### config.mk
export PLATFORM = sky130hd
export DESIGN_NAME = rotated_damage_blit_addresser
export DESIGN_NICKNAME = d
export VERILOG_FILES = /design/src/hdl/rdba_pkg.sv /design/src/hdl/rdba_front.sv /design/src/hdl/rdba_queue.sv /design/src/hdl/rdba_back.sv /design/src/hdl/rotated_damage_blit_addresser.sv
export SDC_FILE = /design/constraint.sdc
export NUM_CORES = 2
export LEC_CHECK = 0
export BUFFER_PORTS_ARGS = -buffer_cell sky130_fd_sc_hd__buf_2
export CAP_MARGIN = 20
export CORE_UTILIZATION = 30
export DETAILED_ROUTE_END_ITERATION = 8
export PLACE_DENSITY = 0.48
export SLEW_MARGIN = 20
export SYNTH_ARGS = -nofsm -noshare
export SYNTH_HDL_FRONTEND = slang
export SYNTH_SLANG_ARGS = --single-unit
### constraint.sdc
create_clock -name i_clk -period 14.17 [get_ports i_clk]
set_input_delay 3.5425 -clock i_clk [delete_from_list [all_inputs] [get_ports i_clk]]
set_output_delay 3.5425 -clock i_clk [all_outputs]
set_load 0.005 [all_outputs]
### src/hdl/rdba_pkg.sv
// ----------------------------------------------------------------------------
// rdba_pkg
// Shared types and constants of the rotated damage blit addresser: beat
// layouts, job entries passed from front to back, configuration and codes.
// ----------------------------------------------------------------------------
`default_nettype none

package rdba_pkg;

    // largest frame side accepted by the layout check
    localparam int C_MAX_DIM = 4096;

    // depth of the front-to-back job queue
    localparam int C_Q_DEPTH = 4;
    localparam int C_Q_AW    = $clog2(C_Q_DEPTH);

    // input op codes
    localparam logic OP_RECT  = 1'b0;
    localparam logic OP_PIXEL = 1'b1;

    // result kinds
    localparam logic KIND_CLIP  = 1'b0;
    localparam logic KIND_PIXEL = 1'b1;

    // status codes
    localparam logic [1:0] ST_OK       = 2'd0;
    localparam logic [1:0] ST_BAD_RECT = 2'd1;
    localparam logic [1:0] ST_NO_RECT  = 2'd2;

    // configuration register indexes
    localparam logic [1:0] REG_FRAME_WIDTH  = 2'd0;
    localparam logic [1:0] REG_FRAME_HEIGHT = 2'd1;
    localparam logic [1:0] REG_DEST_PITCH   = 2'd2;

    // register reset values
    localparam logic [12:0] RST_FRAME_WIDTH  = 13'd2170;
    localparam logic [12:0] RST_FRAME_HEIGHT = 13'd60;
    localparam logic [15:0] RST_DEST_PITCH   = 16'd240;

    // input beat
    typedef struct packed {
        logic        op;
        logic [11:0] rect_x;
        logic [11:0] rect_y;
        logic [12:0] rect_width;
        logic [12:0] rect_height;
        logic [31:0] pixel;
    } t_in_item;

    // output beat
    typedef struct packed {
        logic        kind;
        logic [1:0]  status;
        logic [12:0] clip_x1;
        logic [12:0] clip_y1;
        logic [12:0] clip_x2;
        logic [12:0] clip_y2;
        logic [27:0] dest_offset;
        logic [25:0] src_offset;
        logic [31:0] pixel_out;
        logic        last;
    } t_out_item;

    // configuration seen by both halves
    typedef struct packed {
        logic [12:0] frame_width;
        logic [12:0] frame_height;
        logic [15:0] dest_pitch;
    } t_cfg;

    // classified item waiting for address generation
    typedef struct packed {
        logic        kind;
        logic [1:0]  status;
        logic [12:0] clip_x1;
        logic [12:0] clip_y1;
        logic [12:0] clip_x2;
        logic [12:0] clip_y2;
        logic [11:0] col;
        logic [11:0] row;
        logic [31:0] pixel;
        logic        last;
    } t_job;

endpackage

`default_nettype wire

### src/hdl/rdba_front.sv
// ----------------------------------------------------------------------------
// rdba_front
// Holds the configuration registers and the raster walk state. Checks each
// rectangle, steps through the armed rectangle per pixel and emits one job.
// ----------------------------------------------------------------------------
`default_nettype none

module rdba_front (
    input  wire                  i_clk,
    input  wire                  i_rst_n,
    // input beat and queue room
    input  wire                  i_take,
    input  rdba_pkg::t_in_item   i_item,
    // configuration write port
    input  wire                  i_cfg_we,
    input  wire  [1:0]           i_cfg_index,
    input  wire  [15:0]          i_cfg_data,
    // outputs
    output rdba_pkg::t_job       o_job,
    output rdba_pkg::t_cfg       o_cfg
);

    rdba_pkg::t_cfg r_cfg;
    logic [11:0] r_cur_col, n_cur_col;
    logic [11:0] r_cur_row, n_cur_row;
    logic [11:0] r_left_col, n_left_col;
    logic [12:0] r_right_end, n_right_end;
    logic [12:0] r_bottom_end, n_bottom_end;
    logic        r_armed, n_armed;

    logic        layout_ok;
    logic        rect_ok;
    logic [12:0] x_ext;
    logic [12:0] y_ext;
    logic [12:0] x_plus_w;
    logic [12:0] y_plus_h;
    logic [12:0] col_inc;
    logic [12:0] row_inc;
    logic        wrap;
    logic        done;
    logic        cfg_hit;

    // configuration registers; any known write drops the armed rectangle
    always_ff @(posedge i_clk) begin
        if (!i_rst_n) begin
            r_cfg.frame_width  <= rdba_pkg::RST_FRAME_WIDTH;
            r_cfg.frame_height <= rdba_pkg::RST_FRAME_HEIGHT;
            r_cfg.dest_pitch   <= rdba_pkg::RST_DEST_PITCH;
        end else if (i_cfg_we) begin
            unique case (i_cfg_index)
                rdba_pkg::REG_FRAME_WIDTH:  r_cfg.frame_width  <= i_cfg_data[12:0];
                rdba_pkg::REG_FRAME_HEIGHT: r_cfg.frame_height <= i_cfg_data[12:0];
                rdba_pkg::REG_DEST_PITCH:   r_cfg.dest_pitch   <= i_cfg_data;
                default: ;
            endcase
        end
    end

    assign o_cfg = r_cfg;

    // write to a register that exists
    assign cfg_hit = i_cfg_we && (i_cfg_index == rdba_pkg::REG_FRAME_WIDTH
        || i_cfg_index == rdba_pkg::REG_FRAME_HEIGHT
        || i_cfg_index == rdba_pkg::REG_DEST_PITCH);

    // rectangle and layout checks
    always_comb begin
        x_ext    = {1'b0, i_item.rect_x};
        y_ext    = {1'b0, i_item.rect_y};
        x_plus_w = x_ext + i_item.rect_width;
        y_plus_h = y_ext + i_item.rect_height;
        layout_ok = (r_cfg.frame_width != '0) && (r_cfg.frame_height != '0)
            && (32'(r_cfg.frame_width) <= 32'(rdba_pkg::C_MAX_DIM))
            && (32'(r_cfg.frame_height) <= 32'(rdba_pkg::C_MAX_DIM))
            && (r_cfg.dest_pitch >= {1'b0, r_cfg.frame_height, 2'b00});
        rect_ok = (i_item.rect_width != '0) && (i_item.rect_height != '0)
            && (x_ext < r_cfg.frame_width) && (y_ext < r_cfg.frame_height)
            && (i_item.rect_width <= r_cfg.frame_width - x_ext)
            && (i_item.rect_height <= r_cfg.frame_height - y_ext);
    end

    // raster step of the armed rectangle
    always_comb begin
        col_inc = {1'b0, r_cur_col} + 13'd1;
        row_inc = {1'b0, r_cur_row} + 13'd1;
        wrap    = col_inc >= r_right_end;
        done    = wrap && (row_inc >= r_bottom_end);
    end

    // job build and next walk state
    always_comb begin
        o_job        = '0;
        n_cur_col    = r_cur_col;
        n_cur_row    = r_cur_row;
        n_left_col   = r_left_col;
        n_right_end  = r_right_end;
        n_bottom_end = r_bottom_end;
        n_armed      = r_armed;
        if (i_item.op == rdba_pkg::OP_RECT) begin
            o_job.kind = rdba_pkg::KIND_CLIP;
            n_armed    = 1'b0;
            if (layout_ok && rect_ok) begin
                o_job.status  = rdba_pkg::ST_OK;
                o_job.clip_x1 = r_cfg.frame_height - y_plus_h;
                o_job.clip_y1 = x_ext;
                o_job.clip_x2 = r_cfg.frame_height - y_ext;
                o_job.clip_y2 = x_plus_w;
                n_cur_col     = i_item.rect_x;
                n_cur_row     = i_item.rect_y;
                n_left_col    = i_item.rect_x;
                n_right_end   = x_plus_w;
                n_bottom_end  = y_plus_h;
                n_armed       = 1'b1;
            end else begin
                o_job.status = rdba_pkg::ST_BAD_RECT;
            end
        end else begin
            o_job.kind = rdba_pkg::KIND_PIXEL;
            if (!r_armed) begin
                o_job.status = rdba_pkg::ST_NO_RECT;
            end else begin
                o_job.status = rdba_pkg::ST_OK;
                o_job.col    = r_cur_col;
                o_job.row    = r_cur_row;
                o_job.pixel  = i_item.pixel;
                o_job.last   = done;
                if (wrap) begin
                    n_cur_col = r_left_col;
                    n_cur_row = row_inc[11:0];
                    if (done) begin
                        n_armed = 1'b0;
                    end
                end else begin
                    n_cur_col = col_inc[11:0];
                end
            end
        end
    end

    // walk state registers
    always_ff @(posedge i_clk) begin
        if (!i_rst_n) begin
            r_cur_col    <= '0;
            r_cur_row    <= '0;
            r_left_col   <= '0;
            r_right_end  <= '0;
            r_bottom_end <= '0;
            r_armed      <= 1'b0;
        end else begin
            if (i_take) begin
                r_cur_col    <= n_cur_col;
                r_cur_row    <= n_cur_row;
                r_left_col   <= n_left_col;
                r_right_end  <= n_right_end;
                r_bottom_end <= n_bottom_end;
            end
            if (cfg_hit) begin
                r_armed <= 1'b0;
            end else if (i_take) begin
                r_armed <= n_armed;
            end
        end
    end

endmodule

`default_nettype wire

### src/hdl/rdba_queue.sv
// ----------------------------------------------------------------------------
// rdba_queue
// Short job queue between front and back. Full when every slot is taken;
// push and pop may happen in the same cycle.
// ----------------------------------------------------------------------------
`default_nettype none

module rdba_queue (
    input  wire                  i_clk,
    input  wire                  i_rst_n,
    input  wire                  i_push,
    input  rdba_pkg::t_job       i_job,
    input  wire                  i_pop,
    output rdba_pkg::t_job       o_job,
    output logic                 o_full,
    output logic                 o_empty
);

    localparam int AW = rdba_pkg::C_Q_AW;
    localparam int DEPTH = rdba_pkg::C_Q_DEPTH;

    rdba_pkg::t_job r_slot [DEPTH];
    logic [AW-1:0]  r_wr_ptr;
    logic [AW-1:0]  r_rd_ptr;
    logic [AW:0]    r_count;

    assign o_full  = (r_count == (AW+1)'(DEPTH));
    assign o_empty = (r_count == '0);
    assign o_job   = r_slot[r_rd_ptr];

    // storage
    always_ff @(posedge i_clk) begin
        if (i_push) begin
            r_slot[r_wr_ptr] <= i_job;
        end
    end

    // pointers and fill count
    always_ff @(posedge i_clk) begin
        if (!i_rst_n) begin
            r_wr_ptr <= '0;
            r_rd_ptr <= '0;
            r_count  <= '0;
        end else begin
            if (i_push) begin
                r_wr_ptr <= r_wr_ptr + AW'(1);
            end
            if (i_pop) begin
                r_rd_ptr <= r_rd_ptr + AW'(1);
            end
            if (i_push && !i_pop) begin
                r_count <= r_count + (AW+1)'(1);
            end else if (i_pop && !i_push) begin
                r_count <= r_count - (AW+1)'(1);
            end
        end
    end

endmodule

`default_nettype wire

### src/hdl/rdba_back.sv
// ----------------------------------------------------------------------------
// rdba_back
// Address generation: a multiply stage forms col * pitch and row * width,
// then the output stage adds the row and column terms into byte offsets.
// ----------------------------------------------------------------------------
`default_nettype none

module rdba_back (
    input  wire                  i_clk,
    input  wire                  i_rst_n,
    input  rdba_pkg::t_cfg       i_cfg,
    // queue side
    input  wire                  i_q_valid,
    input  rdba_pkg::t_job       i_q_job,
    output logic                 o_q_pop,
    // result beat
    output logic                 o_valid,
    input  wire                  i_stall,
    output rdba_pkg::t_out_item  o_result
);

    logic           r_s1_valid;
    rdba_pkg::t_job r_s1_job;
    logic [27:0]    r_s1_dst_prod;
    logic [23:0]    r_s1_src_prod;
    logic [25:0]    r_s1_row_term;
    logic           r_out_valid;
    rdba_pkg::t_out_item r_out;
    rdba_pkg::t_out_item n_out;

    logic out_free;
    logic s1_adv;
    logic s1_free;
    logic [25:0] src_prod_ext;

    // elastic flow control
    assign out_free = !r_out_valid || !i_stall;
    assign s1_adv   = r_s1_valid && out_free;
    assign s1_free  = !r_s1_valid || s1_adv;
    assign o_q_pop  = i_q_valid && s1_free;

    // multiply stage
    always_ff @(posedge i_clk) begin
        if (o_q_pop) begin
            r_s1_job      <= i_q_job;
            r_s1_dst_prod <= 28'(i_q_job.col) * 28'(i_cfg.dest_pitch);
            r_s1_src_prod <= 24'(i_q_job.row) * 24'(i_cfg.frame_width);
            r_s1_row_term <= 26'(i_cfg.frame_height) - 26'd1 - 26'(i_q_job.row);
        end
    end

    // offset sums; only good pixel beats carry offsets
    always_comb begin
        src_prod_ext        = {r_s1_src_prod, 2'b00};
        n_out               = '0;
        n_out.kind          = r_s1_job.kind;
        n_out.status        = r_s1_job.status;
        n_out.clip_x1       = r_s1_job.clip_x1;
        n_out.clip_y1       = r_s1_job.clip_y1;
        n_out.clip_x2       = r_s1_job.clip_x2;
        n_out.clip_y2       = r_s1_job.clip_y2;
        n_out.pixel_out     = r_s1_job.pixel;
        n_out.last          = r_s1_job.last;
        if (r_s1_job.kind == rdba_pkg::KIND_PIXEL && r_s1_job.status == rdba_pkg::ST_OK) begin
            n_out.dest_offset = r_s1_dst_prod + {r_s1_row_term, 2'b00};
            n_out.src_offset  = src_prod_ext + {12'd0, r_s1_job.col, 2'b00};
        end
    end

    // output register
    always_ff @(posedge i_clk) begin
        if (s1_adv) begin
            r_out <= n_out;
        end
    end

    // stage valid bits
    always_ff @(posedge i_clk) begin
        if (!i_rst_n) begin
            r_s1_valid  <= 1'b0;
            r_out_valid <= 1'b0;
        end else begin
            if (s1_free) begin
                r_s1_valid <= o_q_pop;
            end
            if (out_free) begin
                r_out_valid <= s1_adv;
            end
        end
    end

    assign o_valid  = r_out_valid;
    assign o_result = r_out;

endmodule

`default_nettype wire

### src/hdl/rotated_damage_blit_addresser.sv
// An accepted beat goes through the job queue, multiply stage and output register.
// Throughput: one beat per cycle, rectangles and pixels alike, while the queue is not
// full; the front walk register and the multiply stage each take one beat per cycle.
// A four-entry job queue lets the front keep taking beats while results stall.
// Reset (synchronous, active low) restores the register defaults and disarms.
// ----------------------------------------------------------------------------
// rotated_damage_blit_addresser
// Top level: front classifier, job queue and address back end for a
// 90-degree rotated copy of damaged rectangles of a 32-bit pixel frame.
// ----------------------------------------------------------------------------
`default_nettype none

module rotated_damage_blit_addresser (
    input  wire                  i_clk,
    input  wire                  i_rst_n,
    // input channel
    input  wire                  i_valid,
    output logic                 o_stall,
    input  rdba_pkg::t_in_item   i_item,
    // output channel
    output logic                 o_valid,
    input  wire                  i_stall,
    output rdba_pkg::t_out_item  o_result,
    // configuration
    input  wire                  i_cfg_we,
    input  wire  [1:0]           i_cfg_index,
    input  wire  [15:0]          i_cfg_data
);

    logic           q_full;
    logic           q_empty;
    logic           q_pop;
    logic           take;
    rdba_pkg::t_job front_job;
    rdba_pkg::t_job q_job;
    rdba_pkg::t_cfg cfg;

    assign o_stall = q_full;
    assign take    = i_valid && !q_full;

    rdba_front u_front (
        .i_clk       (i_clk),
        .i_rst_n     (i_rst_n),
        .i_take      (take),
        .i_item      (i_item),
        .i_cfg_we    (i_cfg_we),
        .i_cfg_index (i_cfg_index),
        .i_cfg_data  (i_cfg_data),
        .o_job       (front_job),
        .o_cfg       (cfg)
    );

    rdba_queue u_queue (
        .i_clk   (i_clk),
        .i_rst_n (i_rst_n),
        .i_push  (take),
        .i_job   (front_job),
        .i_pop   (q_pop),
        .o_job   (q_job),
        .o_full  (q_full),
        .o_empty (q_empty)
    );

    rdba_back u_back (
        .i_clk     (i_clk),
        .i_rst_n   (i_rst_n),
        .i_cfg     (cfg),
        .i_q_valid (!q_empty),
        .i_q_job   (q_job),
        .o_q_pop   (q_pop),
        .o_valid   (o_valid),
        .i_stall   (i_stall),
        .o_result  (o_result)
    );

endmodule

`default_nettype wire

==> impl_metrics.py <==
metrics = {
    "run_status": {
        "status": "finished clean",
    },
    "setup_path": {
        "max_stage_delay_ns": 0.50,
        "critPathMaxFanout": 66,
        "crit_path_cell_trace": "buf_2, ha_1, inv_1, fa_1, a21o_1, a21oi_1, nor2_1, o31a_1, o21a_1, o41ai_1, xnor2_1, ha_1, and4_1, a221oi_1, a21o_1, o2111a_1, nand4_4, nand2b_2, buf_4, a211oi_1",
        "required_ns": 14.64,
        "crit_arrival_ns": 8.48,
        "crit_type": "in2reg",
        "end_kind": "register",
        "cp-start-kind": "input port",
        "cp_slowest_cell": "a211oi_1",
    },
    "clocking": {
        "cts.path.max_buffers": 3,
        "cts_tree": "done",
        "cts_resized": 0,
        "numCtsBuffers": 101,
        "cts.sinks": 876,
        "cts_hold_buffers": 0,
        "clk_pin_slew_ns": 0.06,
        "htreeDepth": 3,
        "clkLatencyLatePin_ns": 0.77,
        "postCtsSetupRepairBufs": 0,
        "cts-root-buf": "clkbuf_16",
    },
    "cells_and_area": {
        "final_common_cell": "edfxtp_1",
        "nets": 4830,
        "drive_gt1_share_pct": 13.6,
        "instances_no_fill": 6425,
        "layout_common_cells": "edfxtp_1, inv_1, nand2_1",
        "fin_area_um2": 56400,
        "final_core_util_pct": 34.6,
        "syn2layout_area_growth_pct": 14.2,
    },
    "power_and_ir_drop": {
        "power_density_nw_per_um2": 269,
        "switchingPower_w": 0.00625,
        "swShare_pct": 41.1,
        "seqPwrFrac_pct": 26.9,
        "comb_power_share_pct": 55.8,
        "p_int_w": 0.00894,
        "vdd_ir_drop_max_uv": 626,
        "leakage_nw": 22.6,
        "p_clk_share_pct": 17.2,
    },
    "routing": {
        "drt-initial-drc-count": 1836,
        "drc": 0,
        "routed_via_density": 4.74,
        "ant_nets": 0,
        "avgRoutedWirePerCell_um": 20.9,
        "via_count": 30400,
        "drt-total-wl_um": 134000,
        "dr.pass1.iters": 6,
    },
    "die": {
        "die_h_um": 408,
        "die_w_um": 408,
        "ios": 250,
        "rows": 148,
        "die_area_um2": 166000,
        "core_area_um2": 163000,
        "initial_core_util_pct": 30.3,
    },
    "grt": {
        "grt_max_degree": 78,
        "grt_pass1_wl_um": 202000,
        "antenna_found_initial": 42,
        "grtUsageTotal_pct": 16.2,
        "gr-total-overflow": 0,
        "grt_pass1_vias": 31400,
    },
    "sta": {
        "tns_ns": 0,
        "setup_violations": 0,
        "fin_skew_ns": 0.0798,
        "fmax_mhz": 125,
        "final_hold_viol_count": 0,
        "hold-worst-slack_ns": 0.368,
        "report.final.slew_viol_count": 0,
        "worstMarginPinSlew_ns": 1.08,
        "period_minus_slack_ns": 8.01,
        "grt_setup_unrepaired": "false",
        "final.period_utilization_pct": 56.5,
        "relSlewSlack_pct": 27.2,
    },
    "logic_synthesis": {
        "synth.lib_cells_used.distinct": 80,
        "ys_seq_area_share_pct": 50.9,
        "async_flop_share_pct": 0,
        "ys_warn_count": 0,
        "synth_ff_type": "edfxtp_1",
        "synth-seq-cells": 876,
        "syn_inst": 3919,
        "syn_area_per_cell_um2": 12.6,
        "synth_edf_count": 760,
        "netlist_area_um2": 49400,
    },
    "placement": {
        "hpwlAfterDp_um": 95700,
        "place_congestion": 0.835,
        "placed_cells": 6230,
        "io_buffer_count": 246,
        "place_area_um2": 53000,
    },
    "hold_path": {
        "hp-class": "reg2reg",
    },
    "job": {
        "drv_cap": 0,
    },
}
==> kinds of logic (layout without fill, tap and decap cells) <==
kind of cell | count (synthesis) | after routing | synth area share (%)
muxes | 146 | 146 | 5.79
adders and majority gates | 566 | 566 | 18.3
other | 1 | 11 | 0.00760
xor gates and xnor gates | 187 | 187 | 3.32
DFF | 876 | 876 | 50.9
buffers and inverters | 615 | 936 | 4.89
AOI/OAI and AO/OA | 447 | 447 | 6.28
and+or+nand+nor | 1081 | 1081 | 10.5
==> layout make-up <==
cell class	count	area, µm²
clock buffers	121	2610
repair buffers	285	1530
fillers	16300	107000
diodes	8	20.0
well taps	2175	2720
multi-input cells	2430	21900
inverters	464	1740
clock inverters	66	723
flip-flops and latches	876	25200
==> routing by layer <==
| metal | global-route usage, % | share of wire [%] | vias to the layer above |
|---|---|---|---|
| met2 | 26.5 | 47 | 634 |
| met5 | 0 | 0.083 | - |
| li1 | - | - | 14200 |
| met4 | 4.41 | 2.3 | 20 |
| met1 | 21.7 | 45 | 15400 |
| met3 | 3.30 | 5.4 | 216 |
==> metrics by stage <==
stage	total power (W)	setup slack [ns]
2_1_floorplan	0.0106	3.42
4_1_cts	0.0155	5.94
3_3_place_gp	0.0128	5.21
3_5_place_dp	0.0128	5.18
6_report	0.0152	6.16
5_1_grt	0.0167	5.76
==> worst max-delay path, delay by kind of cell <==
kind,cells,cell delay [ns]
AND/OR/NAND/NOR,4,0.67
AO/OA/AOI/OAI,9,2.57
buffers and inverters,3,0.60
adder cells (fa/ha/maj),3,0.90
XOR/XNOR,1,0.21
==> sequential cells by signal (all words and copies together) (netlist names), 3 cells and up, named ones only <==
register	cells
u_back.o_result	139
u_front.r_left_col	12
u_front.r_cur_row	12
u_front.r_cur_col	12
u_front.r_bottom_end	13
u_queue.r_slot	444
u_front.o_cfg	42
u_front.r_right_end	13
u_queue.r_count	3
u_back.r_s1_dst_prod	28
u_back.n_out	87
u_back.r_s1_row_term	26
u_back.r_s1_src_prod	24
u_back.r_s1_job	12
==> worst paths after layout <==
kind                           from                  endpoint  slack (ns)  cells past startpoint
setup / recovery         i_item[58]    u_queue.r_slot[0][100]        6.16                     20
hold / removal    u_back.n_out[114]      u_back.o_result[114]        0.37                      0
setup reg to reg           register  u_back.r_s1_dst_prod[27]        6.36                     22
hold reg to reg   u_back.n_out[114]      u_back.o_result[114]        0.37                      0
==> power groups by stage <==
stage               Sequential [W]  Clock, W  Combinational (W)
floorplan                  0.00416         0            0.00642
global placement           0.00415         0            0.00861
detailed placement         0.00415         0            0.00860
CTS                        0.00410   0.00270            0.00867
global route               0.00414   0.00279            0.00974
finish                     0.00409   0.00262            0.00848
==> Yosys cell counts (10+ instances only) <==
cell type  instances  area (µm²)
edfxtp_1         760       22800
inv_1            461        1730
nand2_1          384        1440
ha_1             308        3850
fa_1             258        5160
nor2_1           221         830
and2_1           133         832
xnor2_1          126        1100
dfxtp_1          116        2320
mux4_2           111        2500
a21oi_1          105         526
clkbuf_1         104         390
and3_1            74         463
xor2_1            61         534
nand3_1           58         290
nor3_1            58         290
a21o_1            57         428
nor2b_1           50         313
o21ai_0           48         240
a21boi_0          39         293
mux2i_1           33         330
o21a_1            33         248
nand2b_1          27         169
buf_2             25         125
o211ai_1          23         173
o21bai_1          20         150
a31oi_1           17         106
nand4_1           15        93.8
nor4_1            12        75.1
a211oi_1          11        82.6
o221ai_1          11        96.3
o311a_1           10         100
o31ai_1           10        75.1
No activity file was read; power rests on OpenSTA's default activity.
